### src/rtl/assert_macros.svh
// Assertion macros shared by the audio source/volume sequencer RTL.
// No dependencies; included by files that carry concurrent checks.
`ifndef ASSERT_MACROS_SVH
`define ASSERT_MACROS_SVH

// same-cycle implication
`define ASVS_ASSERT_IMP(label, clk, rst, ante, cons, msg) \
  label: assert property (@(posedge clk) disable iff (rst) (ante) |-> (cons)) \
    else $error(msg);

// next-cycle implication
`define ASVS_ASSERT_NXT(label, clk, rst, ante, cons, msg) \
  label: assert property (@(posedge clk) disable iff (rst) (ante) |=> (cons)) \
    else $error(msg);

`endif

### src/rtl/asvs_pkg.sv
// Package for the audio source/volume sequencer: source codes, config indexes,
// constants and the item/result/status structs. No dependencies.
`timescale 1ns / 1ps

package asvs_pkg;

  localparam logic [2:0] SRC_NONE    = 3'd0;
  localparam logic [2:0] SRC_RADIO   = 3'd1;
  localparam logic [2:0] SRC_HOST    = 3'd2;
  localparam logic [2:0] SRC_CALLMOD = 3'd3;
  localparam logic [2:0] SRC_DISC    = 3'd4;
  localparam logic [2:0] SRC_AUX     = 3'd5;
  localparam logic [2:0] SRC_TV      = 3'd6;
  localparam logic [2:0] SRC_INVALID = 3'd7;

  localparam int CFG_IDX_W  = 1;
  localparam int CFG_DATA_W = 7;
  localparam logic [CFG_IDX_W-1:0] CFG_HOST_CALL_PATH  = 1'd0;
  localparam logic [CFG_IDX_W-1:0] CFG_REVERSE_PERCENT = 1'd1;

  localparam logic [6:0] PCT_FULL      = 7'd100;
  localparam logic [6:0] REV_PCT_RESET = 7'd50;

  // x / 100 == (x * 5243) >> 19 for x below 43690
  localparam logic [12:0] RECIP_100   = 13'd5243;
  localparam int          RECIP_SHIFT = 19;

  localparam int GATE_HOST_ON    = 0;
  localparam int GATE_DISC_READY = 1;
  localparam int GATE_RADIO_MUTE = 2;
  localparam int GATE_REVERSE    = 3;

  typedef struct packed {
    logic [2:0]  requested_source;
    logic        phone_on;
    logic        projected_phone_call;
    logic        voice_assist_on;
    logic        standby;
    logic        traffic_announce;
    logic        app_interrupt;
    logic [3:0]  gate_flags;
    logic [7:0]  main_volume;
    logic [7:0]  call_volume;
    logic [7:0]  assist_volume;
    logic [14:0] rev_product;
  } item_t;

  typedef struct packed {
    logic [2:0] active_source;
    logic       source_update;
    logic [7:0] volume_level;
    logic       volume_update;
    logic       unmute_request;
    logic       switch_pending;
  } res_t;

  typedef struct packed {
    logic [2:0] routed_src;
    logic [7:0] cur_volume;
    logic [7:0] hold_count;
    logic       ramping;
  } status_t;

endpackage

### src/rtl/asvs_if.sv
// Handshake interfaces for the sequencer: request items, result items, config writes.
// Depends on asvs_pkg.
`timescale 1ns / 1ps

interface asvs_req_if;
  logic       valid;
  logic       ready;
  logic [2:0] requested_source;
  logic       phone_on;
  logic       projected_phone_call;
  logic       voice_assist_on;
  logic       standby;
  logic       traffic_announce;
  logic       app_interrupt;
  logic [3:0] gate_flags;
  logic [7:0] main_volume;
  logic [7:0] call_volume;
  logic [7:0] assist_volume;

  modport source (
    output valid, requested_source, phone_on, projected_phone_call, voice_assist_on,
           standby, traffic_announce, app_interrupt, gate_flags, main_volume,
           call_volume, assist_volume,
    input  ready
  );
  modport sink (
    input  valid, requested_source, phone_on, projected_phone_call, voice_assist_on,
           standby, traffic_announce, app_interrupt, gate_flags, main_volume,
           call_volume, assist_volume,
    output ready
  );
endinterface

interface asvs_res_if;
  logic       valid;
  logic       ready;
  logic [2:0] active_source;
  logic       source_update;
  logic [7:0] volume_level;
  logic       volume_update;
  logic       unmute_request;
  logic       switch_pending;

  modport source (
    output valid, active_source, source_update, volume_level, volume_update,
           unmute_request, switch_pending,
    input  ready
  );
  modport sink (
    input  valid, active_source, source_update, volume_level, volume_update,
           unmute_request, switch_pending,
    output ready
  );
endinterface

interface asvs_cfg_if;
  logic                           valid;
  logic                           ready;
  logic [asvs_pkg::CFG_IDX_W-1:0]  index;
  logic [asvs_pkg::CFG_DATA_W-1:0] data;

  modport source (output valid, index, data, input ready);
  modport sink   (input valid, index, data, output ready);
endinterface

### src/rtl/asvs_in_stage.sv
// Input register of the sequencer: captures one request item and the reverse product.
// Depends on asvs_pkg and asvs_if.
`timescale 1ns / 1ps

module asvs_in_stage (
  input  logic            clk,
  input  logic            rst,
  asvs_req_if.sink        req_ch,
  input  logic [6:0]      rev_pct,
  input  logic            fire,
  output logic            valid,
  output asvs_pkg::item_t item
);

  logic load;

  assign req_ch.ready = !valid || fire;
  assign load         = req_ch.valid && req_ch.ready;

  always_ff @(posedge clk) begin
    if (rst) begin
      valid <= 1'b0;
    end else if (load) begin
      valid <= 1'b1;
    end else if (fire) begin
      valid <= 1'b0;
    end
  end

  always_ff @(posedge clk) begin
    if (load) begin
      item.requested_source     <= req_ch.requested_source;
      item.phone_on             <= req_ch.phone_on;
      item.projected_phone_call <= req_ch.projected_phone_call;
      item.voice_assist_on      <= req_ch.voice_assist_on;
      item.standby              <= req_ch.standby;
      item.traffic_announce     <= req_ch.traffic_announce;
      item.app_interrupt        <= req_ch.app_interrupt;
      item.gate_flags           <= req_ch.gate_flags;
      item.main_volume          <= req_ch.main_volume;
      item.call_volume          <= req_ch.call_volume;
      item.assist_volume        <= req_ch.assist_volume;
      item.rev_product          <= 15'(req_ch.main_volume) * 15'(rev_pct);
    end
  end

endmodule

### src/rtl/asvs_seq.sv
// Sequencer state and per-item step: source priority, hold counter, switch phase, ramp.
// Depends on asvs_pkg.
`timescale 1ns / 1ps

module asvs_seq #(
  parameter logic [7:0] HOLD_TICKS = 8'd25
) (
  input  logic              clk,
  input  logic              rst,
  input  logic              fire,
  input  asvs_pkg::item_t   item,
  input  logic              host_call_path,
  output asvs_pkg::res_t    res,
  output asvs_pkg::status_t st
);

  typedef enum logic [1:0] {
    PH_IDLE  = 2'd0,
    PH_RAMP  = 2'd1,
    PH_READY = 2'd2
  } phase_t;

  phase_t     phase, phase_next;
  logic [2:0] routed_src, routed_src_next;
  logic [7:0] cur_volume, cur_volume_next;
  logic [7:0] hold_count, hold_count_next;
  logic       last_phone;

  logic [2:0]  req_src, src;
  logic [7:0]  hold, target, step;
  logic [27:0] scaled;
  logic        src_upd, vol_upd;

  assign scaled = 28'(item.rev_product) * 28'(asvs_pkg::RECIP_100);

  always_comb begin
    phase_next      = phase;
    routed_src_next = routed_src;
    cur_volume_next = cur_volume;
    src_upd         = 1'b0;
    vol_upd         = 1'b0;

    req_src = (item.requested_source == asvs_pkg::SRC_INVALID) ? asvs_pkg::SRC_NONE
                                                               : item.requested_source;
    hold = (item.phone_on != last_phone) ? HOLD_TICKS : hold_count;

    if (item.phone_on) begin
      src = (item.projected_phone_call || host_call_path) ? asvs_pkg::SRC_HOST
                                                          : asvs_pkg::SRC_CALLMOD;
    end else if (item.voice_assist_on) begin
      src = asvs_pkg::SRC_CALLMOD;
    end else if (item.standby) begin
      src = asvs_pkg::SRC_NONE;
    end else if (item.traffic_announce) begin
      src = asvs_pkg::SRC_RADIO;
    end else if (item.app_interrupt) begin
      src = asvs_pkg::SRC_HOST;
    end else begin
      src = req_src;
    end

    hold_count_next = hold;
    if (hold != 8'd0) begin
      hold_count_next = hold - 8'd1;
      src             = asvs_pkg::SRC_NONE;
    end
    if (src == asvs_pkg::SRC_RADIO && item.gate_flags[asvs_pkg::GATE_RADIO_MUTE]) begin
      src = asvs_pkg::SRC_NONE;
    end
    if (src == asvs_pkg::SRC_DISC && !item.gate_flags[asvs_pkg::GATE_DISC_READY]) begin
      phase_next = PH_READY;
      src        = asvs_pkg::SRC_NONE;
    end
    if (src == asvs_pkg::SRC_HOST && !item.gate_flags[asvs_pkg::GATE_HOST_ON]) begin
      src = asvs_pkg::SRC_NONE;
    end

    if (src != routed_src) begin
      routed_src_next = src;
      phase_next      = item.app_interrupt ? PH_READY : PH_RAMP;
    end
    if (phase_next == PH_READY) begin
      src_upd    = 1'b1;
      phase_next = PH_IDLE;
    end

    if (item.phone_on) begin
      target = item.call_volume;
    end else if (item.voice_assist_on) begin
      target = item.assist_volume;
    end else if (item.gate_flags[asvs_pkg::GATE_REVERSE]) begin
      target = scaled[asvs_pkg::RECIP_SHIFT+7:asvs_pkg::RECIP_SHIFT];
    end else begin
      target = item.main_volume;
    end
    if (phase_next == PH_RAMP) begin
      target = 8'd0;
    end

    if (cur_volume < target) begin
      step = cur_volume + 8'd1;
    end else if (cur_volume > target) begin
      step = cur_volume - 8'd1;
    end else begin
      step = cur_volume;
    end

    if (step != cur_volume) begin
      cur_volume_next = step;
      vol_upd         = 1'b1;
    end else if (phase_next == PH_RAMP) begin
      phase_next = PH_READY;
    end

    res.active_source  = routed_src_next;
    res.source_update  = src_upd;
    res.volume_level   = cur_volume_next;
    res.volume_update  = vol_upd;
    res.unmute_request = (src != asvs_pkg::SRC_NONE);
    res.switch_pending = (phase_next == PH_RAMP);
  end

  always_ff @(posedge clk) begin
    if (rst) begin
      phase      <= PH_IDLE;
      routed_src <= asvs_pkg::SRC_NONE;
      cur_volume <= 8'd0;
      hold_count <= 8'd0;
      last_phone <= 1'b0;
    end else if (fire) begin
      phase      <= phase_next;
      routed_src <= routed_src_next;
      cur_volume <= cur_volume_next;
      hold_count <= hold_count_next;
      last_phone <= item.phone_on;
    end
  end

  assign st.routed_src = routed_src;
  assign st.cur_volume = cur_volume;
  assign st.hold_count = hold_count;
  assign st.ramping    = (phase == PH_RAMP);

endmodule

### src/rtl/asvs_out_stage.sv
// Result register of the sequencer: holds one result item until the receiver takes it.
// Depends on asvs_pkg and asvs_if.
`timescale 1ns / 1ps

module asvs_out_stage (
  input  logic           clk,
  input  logic           rst,
  input  logic           fire,
  input  asvs_pkg::res_t res,
  asvs_res_if.source     res_ch,
  output logic           free
);

  logic           valid;
  asvs_pkg::res_t data;

  assign free = !valid || res_ch.ready;

  always_ff @(posedge clk) begin
    if (rst) begin
      valid <= 1'b0;
    end else if (fire) begin
      valid <= 1'b1;
    end else if (res_ch.ready) begin
      valid <= 1'b0;
    end
  end

  always_ff @(posedge clk) begin
    if (fire) begin
      data <= res;
    end
  end

  assign res_ch.valid          = valid;
  assign res_ch.active_source  = data.active_source;
  assign res_ch.source_update  = data.source_update;
  assign res_ch.volume_level   = data.volume_level;
  assign res_ch.volume_update  = data.volume_update;
  assign res_ch.unmute_request = data.unmute_request;
  assign res_ch.switch_pending = data.switch_pending;

endmodule

### src/rtl/audio_source_volume_sequencer_core.sv
// Audio source/volume sequencer, top level: config registers, input register,
// step logic and result register. Depends on asvs_pkg, asvs_if and the asvs_* modules.
//
// Usage:
//   req_ch carries one control tick per item: requested source, call/assist/standby/
//   interrupt flags, gate flags and three volumes. res_ch returns exactly one result
//   item per request item, in order: routed source, source strobe, ramped volume,
//   volume strobe, unmute request and the ramp-down flag.
//   cfg writes host_call_path (index 0) and reverse_percent (index 1); it is always
//   ready. The user must write it only while no item is in flight; the block does
//   not enforce this. An accepted item waits in the input register; when the
//   result register is free, the step logic runs, updates the state and loads the
//   result register, which raises res_ch.valid. Throughput is one item per cycle
//   while res_ch.ready stays high; the state and result registers load in the same cycle.
//   A stalled receiver holds the result register; one more item can wait in the input
//   register, after which req_ch.ready drops until res_ch.ready returns.
//   Reset (rst, synchronous) empties both registers, sets source none, volume 0,
//   hold counter 0, switch phase idle, host_call_path 0 and reverse_percent 50.
`timescale 1ns / 1ps
`include "assert_macros.svh"

module audio_source_volume_sequencer_core #(
  parameter int unsigned HOLD_TICKS = 25
) (
  input  logic       clk,
  input  logic       rst,
  asvs_req_if.sink   req_ch,
  asvs_res_if.source res_ch,
  asvs_cfg_if.sink   cfg
);

  logic              host_call_path;
  logic [6:0]        reverse_percent;
  logic [6:0]        rev_pct;
  logic              in_valid;
  logic              out_free;
  logic              fire;
  asvs_pkg::item_t   item;
  asvs_pkg::res_t    res;
  asvs_pkg::status_t st;
  logic [7:0]        vol;
  logic              in_hold;

  assign cfg.ready = 1'b1;

  always_ff @(posedge clk) begin
    if (rst) begin
      host_call_path  <= 1'b0;
      reverse_percent <= asvs_pkg::REV_PCT_RESET;
    end else if (cfg.valid) begin
      case (cfg.index)
        asvs_pkg::CFG_HOST_CALL_PATH:  host_call_path  <= cfg.data[0];
        asvs_pkg::CFG_REVERSE_PERCENT: reverse_percent <= cfg.data[6:0];
        default: ;
      endcase
    end
  end

  assign rev_pct = (reverse_percent > asvs_pkg::PCT_FULL) ? asvs_pkg::PCT_FULL
                                                          : reverse_percent;
  assign fire    = in_valid && out_free;

  asvs_in_stage u_in (
    .clk     (clk),
    .rst     (rst),
    .req_ch  (req_ch),
    .rev_pct (rev_pct),
    .fire    (fire),
    .valid   (in_valid),
    .item    (item)
  );

  asvs_seq #(
    .HOLD_TICKS (8'(HOLD_TICKS))
  ) u_seq (
    .clk            (clk),
    .rst            (rst),
    .fire           (fire),
    .item           (item),
    .host_call_path (host_call_path),
    .res            (res),
    .st             (st)
  );

  asvs_out_stage u_out (
    .clk    (clk),
    .rst    (rst),
    .fire   (fire),
    .res    (res),
    .res_ch (res_ch),
    .free   (out_free)
  );

  assign vol     = st.cur_volume;
  assign in_hold = fire && (st.hold_count != 8'd0);

  `ASVS_ASSERT_NXT(a_state_hold, clk, rst, !fire, $stable(st), "state moved without an item")
  `ASVS_ASSERT_NXT(a_vol_step, clk, rst, fire, vol - $past(vol) + 8'd1 < 8'd3, "volume jump")
  `ASVS_ASSERT_IMP(a_hold_mute, clk, rst, in_hold, !res.unmute_request, "unmute in hold")

endmodule
### src/flat_wrapper.sv
// flat-port wrapper written by rule: the top's interface ports become plain ports
module audio_source_volume_sequencer_core_flat 
#(
  parameter int unsigned HOLD_TICKS = 25
)
  (clk, rst, req_ch_valid, req_ch_requested_source, req_ch_phone_on, req_ch_projected_phone_call, req_ch_voice_assist_on, req_ch_standby, req_ch_traffic_announce, req_ch_app_interrupt, req_ch_gate_flags, req_ch_main_volume, req_ch_call_volume, req_ch_assist_volume, req_ch_ready, res_ch_valid, res_ch_active_source, res_ch_source_update, res_ch_volume_level, res_ch_volume_update, res_ch_unmute_request, res_ch_switch_pending, res_ch_ready, cfg_valid, cfg_index, cfg_data, cfg_ready);
  asvs_req_if req_ch_i ();
  asvs_res_if res_ch_i ();
  asvs_cfg_if cfg_i ();
  input  logic clk;
  input  logic rst;
  input wire logic [$bits(req_ch_i.valid)-1:0] req_ch_valid;
  input wire logic [$bits(req_ch_i.requested_source)-1:0] req_ch_requested_source;
  input wire logic [$bits(req_ch_i.phone_on)-1:0] req_ch_phone_on;
  input wire logic [$bits(req_ch_i.projected_phone_call)-1:0] req_ch_projected_phone_call;
  input wire logic [$bits(req_ch_i.voice_assist_on)-1:0] req_ch_voice_assist_on;
  input wire logic [$bits(req_ch_i.standby)-1:0] req_ch_standby;
  input wire logic [$bits(req_ch_i.traffic_announce)-1:0] req_ch_traffic_announce;
  input wire logic [$bits(req_ch_i.app_interrupt)-1:0] req_ch_app_interrupt;
  input wire logic [$bits(req_ch_i.gate_flags)-1:0] req_ch_gate_flags;
  input wire logic [$bits(req_ch_i.main_volume)-1:0] req_ch_main_volume;
  input wire logic [$bits(req_ch_i.call_volume)-1:0] req_ch_call_volume;
  input wire logic [$bits(req_ch_i.assist_volume)-1:0] req_ch_assist_volume;
  output wire logic [$bits(req_ch_i.ready)-1:0] req_ch_ready;
  output wire logic [$bits(res_ch_i.valid)-1:0] res_ch_valid;
  output wire logic [$bits(res_ch_i.active_source)-1:0] res_ch_active_source;
  output wire logic [$bits(res_ch_i.source_update)-1:0] res_ch_source_update;
  output wire logic [$bits(res_ch_i.volume_level)-1:0] res_ch_volume_level;
  output wire logic [$bits(res_ch_i.volume_update)-1:0] res_ch_volume_update;
  output wire logic [$bits(res_ch_i.unmute_request)-1:0] res_ch_unmute_request;
  output wire logic [$bits(res_ch_i.switch_pending)-1:0] res_ch_switch_pending;
  input wire logic [$bits(res_ch_i.ready)-1:0] res_ch_ready;
  input wire logic [$bits(cfg_i.valid)-1:0] cfg_valid;
  input wire logic [$bits(cfg_i.index)-1:0] cfg_index;
  input wire logic [$bits(cfg_i.data)-1:0] cfg_data;
  output wire logic [$bits(cfg_i.ready)-1:0] cfg_ready;
  assign req_ch_i.valid = req_ch_valid;
  assign req_ch_i.requested_source = req_ch_requested_source;
  assign req_ch_i.phone_on = req_ch_phone_on;
  assign req_ch_i.projected_phone_call = req_ch_projected_phone_call;
  assign req_ch_i.voice_assist_on = req_ch_voice_assist_on;
  assign req_ch_i.standby = req_ch_standby;
  assign req_ch_i.traffic_announce = req_ch_traffic_announce;
  assign req_ch_i.app_interrupt = req_ch_app_interrupt;
  assign req_ch_i.gate_flags = req_ch_gate_flags;
  assign req_ch_i.main_volume = req_ch_main_volume;
  assign req_ch_i.call_volume = req_ch_call_volume;
  assign req_ch_i.assist_volume = req_ch_assist_volume;
  assign req_ch_ready = req_ch_i.ready;
  assign res_ch_valid = res_ch_i.valid;
  assign res_ch_active_source = res_ch_i.active_source;
  assign res_ch_source_update = res_ch_i.source_update;
  assign res_ch_volume_level = res_ch_i.volume_level;
  assign res_ch_volume_update = res_ch_i.volume_update;
  assign res_ch_unmute_request = res_ch_i.unmute_request;
  assign res_ch_switch_pending = res_ch_i.switch_pending;
  assign res_ch_i.ready = res_ch_ready;
  assign cfg_i.valid = cfg_valid;
  assign cfg_i.index = cfg_index;
  assign cfg_i.data = cfg_data;
  assign cfg_ready = cfg_i.ready;
  audio_source_volume_sequencer_core #(.HOLD_TICKS(HOLD_TICKS)) u_core (.clk(clk), .rst(rst), .req_ch(req_ch_i), .res_ch(res_ch_i), .cfg(cfg_i));
endmodule
### config.mk
export PLATFORM = sky130hd
export DESIGN_NAME = audio_source_volume_sequencer_core_flat
export DESIGN_NICKNAME = d
export VERILOG_FILES = /design/src/rtl/asvs_pkg.sv /design/src/rtl/asvs_if.sv /design/src/rtl/asvs_in_stage.sv /design/src/rtl/asvs_seq.sv /design/src/rtl/asvs_out_stage.sv /design/src/rtl/audio_source_volume_sequencer_core.sv /design/src/flat_wrapper.sv
export VERILOG_INCLUDE_DIRS = /design/src /design/src/rtl
export SDC_FILE = /design/constraint.sdc
export NUM_CORES = 1
export LEC_CHECK = 0
export BUFFER_PORTS_ARGS = -buffer_cell sky130_fd_sc_hd__buf_2
export CAP_MARGIN = 40
export CELL_PAD_IN_SITES_DETAIL_PLACEMENT = 1
export CELL_PAD_IN_SITES_GLOBAL_PLACEMENT = 2
export CORE_MARGIN = 2
export CORE_UTILIZATION = 31
export CTS_CLUSTER_SIZE = 28
export DETAILED_ROUTE_END_ITERATION = 7
export MAX_ROUTING_LAYER = met4
export PLACE_DENSITY = 0.71
export REMOVE_ABC_BUFFERS = 1
export SLEW_MARGIN = 10
export SYNTH_ARGS = -nofsm -noshare
export SYNTH_HDL_FRONTEND = slang
export SYNTH_SLANG_ARGS = --single-unit
export TNS_END_PERCENT = 30
### constraint.sdc
create_clock -name clk -period 7.3 [get_ports clk]
set_clock_uncertainty 0.2 [all_clocks]
set_input_delay 1.095 -clock clk [delete_from_list [all_inputs] [get_ports clk]]
set_output_delay 1.095 -clock clk [all_outputs]
set_load 0.02 [all_outputs]
==> metrics.yaml <==
clocking:
  htree_levels: 3
  cts.sinks: 99
  insertion_delay_ns: 0.37
  cts.clk_slew.worst_paths_ns: 0.09
  max-clock-path-buffers: 2
  clock_tree.root_cell: "clkbuf_16"
  cts_tree: "built"
  post_cts_hold_buffer_count: 0
  cts_inserted_buffers: 9
timing:
  fin_crit_ns: 7.01
  timing.fmax_mhz: 143
  maxSlewViolCount: 0
  setup_violators_final: 0
  worstMarginPinSlew_ns: 0.701
  final_min_period_over_clock_period_pct: 96.0
  relSlewSlack_pct: 53.1
  final-hold-violation-count: 0
  final_critical_path_setup_slack_ns: 0.294
place:
  post-place-ws_ns: -0.00212
  gp_routability_congestion: 0.793
  dp_cells: 1472
  placement.io_buffers: 66
  place_hpwl_um: 20000
final_layout:
  final_design_utilization_pct: 36.2
  antenna_cells_inserted: 0
  layoutNonFillerInstCount: 1505
  area_growth_syn_to_layout_pct: 15.3
  fin_nets: 1388
  layout-drive-gt1-share_pct: 14.7
grt:
  grt_pass1_vias: 7578
  grt_overflow_total: 0
  initial_antenna_violation_count: 0
  grt_max_degree: 53
  grt_first_pass_wirelength_um: 39800
  groute.usage.overall_pct: 15.5
floorplan:
  floorplan.initialDensity_pct: 31.4
  floorplan.core_area_um2: 31400
  fp.dieW_um: 182
  io-pin-count: 68
  die_area_um2: 33200
  placement_rows: 65
  die_height_um: 182
yosys:
  post_synth_and_or_nand_nor_area_fraction_pct: 14.2
  postSynthCellCount: 1008
  synthXorXnorAreaFrac_pct: 2.76
  synthAdderAreaFrac_pct: 37.9
  synth.yosys.seq_area_share_pct: 26.9
  synth-edff-count: 67
  async_flop_share_pct: 0
  synth_flop_cell: "edfxtp_1"
  yosys_warnings: 0
  yosys.cell_types.count: 69
  post_synth.cell_area_avg_um2: 9.78
  synthesis.area_um2: 9850
  synth_top_family_by_area: "adder cells"
  synth_area_in_compound_gates_pct: 9.24
  synth_mux_area_share_pct: 0.635
  ys_seq_elements: 99
critical_path:
  timing.critical_path.arrival_ns: 6.93
  worstPathMaxFanout: 4
  worst_path_largest_cell_delay_ns: 0.55
  cp_slowest_cell: "fa_1"
  crit_required_ns: 7.22
  cp-start-kind: "register"
  critical_path.most_common_cell: "fa_1"
  endpoint_kind: "register"
  crit_type: "register to register"
drt:
  routed_wire_length_per_instance_um: 16.2
  detail_route.vias_per_cell: 4.75
  routed_wl_um: 24400
  total_iterations_of_the_first_detailed_routing_run: 4
  route.antenna.remaining_nets: 0
  violation_count_after_the_first_detailed_route_iteration: 186
  detail_route.drc_violations: 0
  dr_total_vias: 7146
status:
  status: "finished clean"
flow_run:
  timing.max_cap.violations: 0
worst_hold_path:
  hold_path_class: "register to register"
flip-flops by register name (all words and copies together) (netlist names), 2 cells and up:
| register | cells |
|---|---|
| u_core.u_out.res_ch.volume_level | 8 |
| u_core.u_in.item | 52 |
| u_core.u_seq.cur_volume | 8 |
| u_core.u_seq.routed_src | 3 |
| u_core.u_seq.phase | 2 |
| u_core.u_out.res_ch.active_source | 3 |
| u_core.reverse_percent | 7 |
| u_core.u_seq.hold_count | 8 |
layout by cell type, fill, tap and decap left out, drive strengths merged, types with 25 or more instances in the layout:
master / count
inv: 199
ha: 143
buf: 100
fa: 97
nand2: 90
edfxtp: 67
nor2: 50
a21oi: 49
dfxtp: 32
nand3: 31
and2: 25
Yosys cell counts (3+ instances only):
cell type | instances | area share [%]
o21ai_0 | 22 | 1.1
clkbuf_1 | 17 | 0.65
nand2b_1 | 4 | 0.25
dfxtp_1 | 32 | 6.5
nor2b_1 | 13 | 0.83
nor2_1 | 50 | 1.9
nand2_1 | 90 | 3.4
mux2i_1 | 4 | 0.41
nand4_1 | 8 | 0.51
fa_1 | 97 | 20
a31oi_1 | 4 | 0.25
o21a_1 | 4 | 0.30
nor4b_1 | 3 | 0.27
inv_1 | 195 | 7.4
ha_1 | 143 | 18
xor2_1 | 7 | 0.62
xnor2_1 | 24 | 2.1
o211ai_1 | 6 | 0.46
or2_2 | 4 | 0.25
nand3b_1 | 3 | 0.23
nor3_1 | 15 | 0.76
nor4_1 | 5 | 0.32
and2_1 | 24 | 1.5
or3_1 | 6 | 0.38
a211oi_1 | 6 | 0.46
and4_1 | 3 | 0.27
and3b_1 | 4 | 0.36
a21o_1 | 9 | 0.69
edfxtp_1 | 67 | 20
nand3_1 | 30 | 1.5
o21bai_1 | 3 | 0.23
and3_1 | 10 | 0.63
a21oi_1 | 49 | 2.5
per-layer routing:
metal  vias to the layer above  part of all wire [%]  global-route usage [%]
met1                      3536                    48                    20.4
met3                        14                   1.5                    1.62
met2                        62                    49                    26.1
met5                         -                     0                       -
met4                         0                  0.89                    2.61
li1                       3534                     -                       -
area by class of cell:
class | count | area (um2)
fill | 3630 | 20000
inverter | 195 | 732
sequential | 99 | 2650
timing repair buffer | 100 | 601
multi-input combinational | 693 | 6560
clock inverter | 7 | 86.3
clock buffer | 9 | 225
tap | 402 | 503
per-stage QoR:
stage | hold slack [ns] | area [um2] | TNS (ns)
after global placement | 0.258 | 10700 | 0
after CTS | 0.276 | 11100 | 0
after detailed placement | 0.264 | 10700 | -0.00212
after global routing | 0.309 | 11400 | -0.0994
after floorplan | 0.235 | 9770 | 0
final | 0.273 | 11400 | 0
critical path, delay by kind of cell, from the launching register on:
kind	cells	cell delay, ns
XOR/XNOR	1	0.17
adder cells (fa/ha/maj)	7	2.95
buffers and inverters	4	0.47
flip-flops	1	0.47
AND/OR/NAND/NOR	6	1.45
AO/OA/AOI/OAI	7	1.04
cell families after synthesis:
group                      count (synthesis)
buffers and inverters                    216
adders and majority gates                240
muxes                                      6
and+or+nand+nor                          281
other                                      1
xor gates and xnor gates                  31
DFF                                       99
AOI/OAI and AO/OA                        134
timing repair:
item,4_1_cts,5_1_grt
setup endpoints to repair,2,18
endpoints found under the hold margin,0,0
resized for setup,2,30
buffers inserted,0,17
pin swaps,0,20
path summary, 6_finish.rpt:
kind / depth (start not counted) / to / start / slack, ns
worst max-delay path: 25 / u_core.u_out.res_ch.volume_level[6]$_DFFE_PP_ / u_core.u_in.item[9]$_DFFE_PP_ / 0.29
worst max register to register: 25 / u_core.u_out.res_ch.volume_level[6]$_DFFE_PP_ / u_core.u_in.item[9]$_DFFE_PP_ / 0.29
worst min register to register: 2 / u_core.reverse_percent[0]$_SDFFE_PP0P_ / u_core.reverse_percent[0]$_SDFFE_PP0P_ / 0.27
worst min-delay path: 2 / u_core.reverse_percent[0]$_SDFFE_PP0P_ / u_core.reverse_percent[0]$_SDFFE_PP0P_ / 0.27
Power is left out: the tool's default activity adds up to more than one toggle a clock period on the data nets, which glitch-free logic cannot reach.
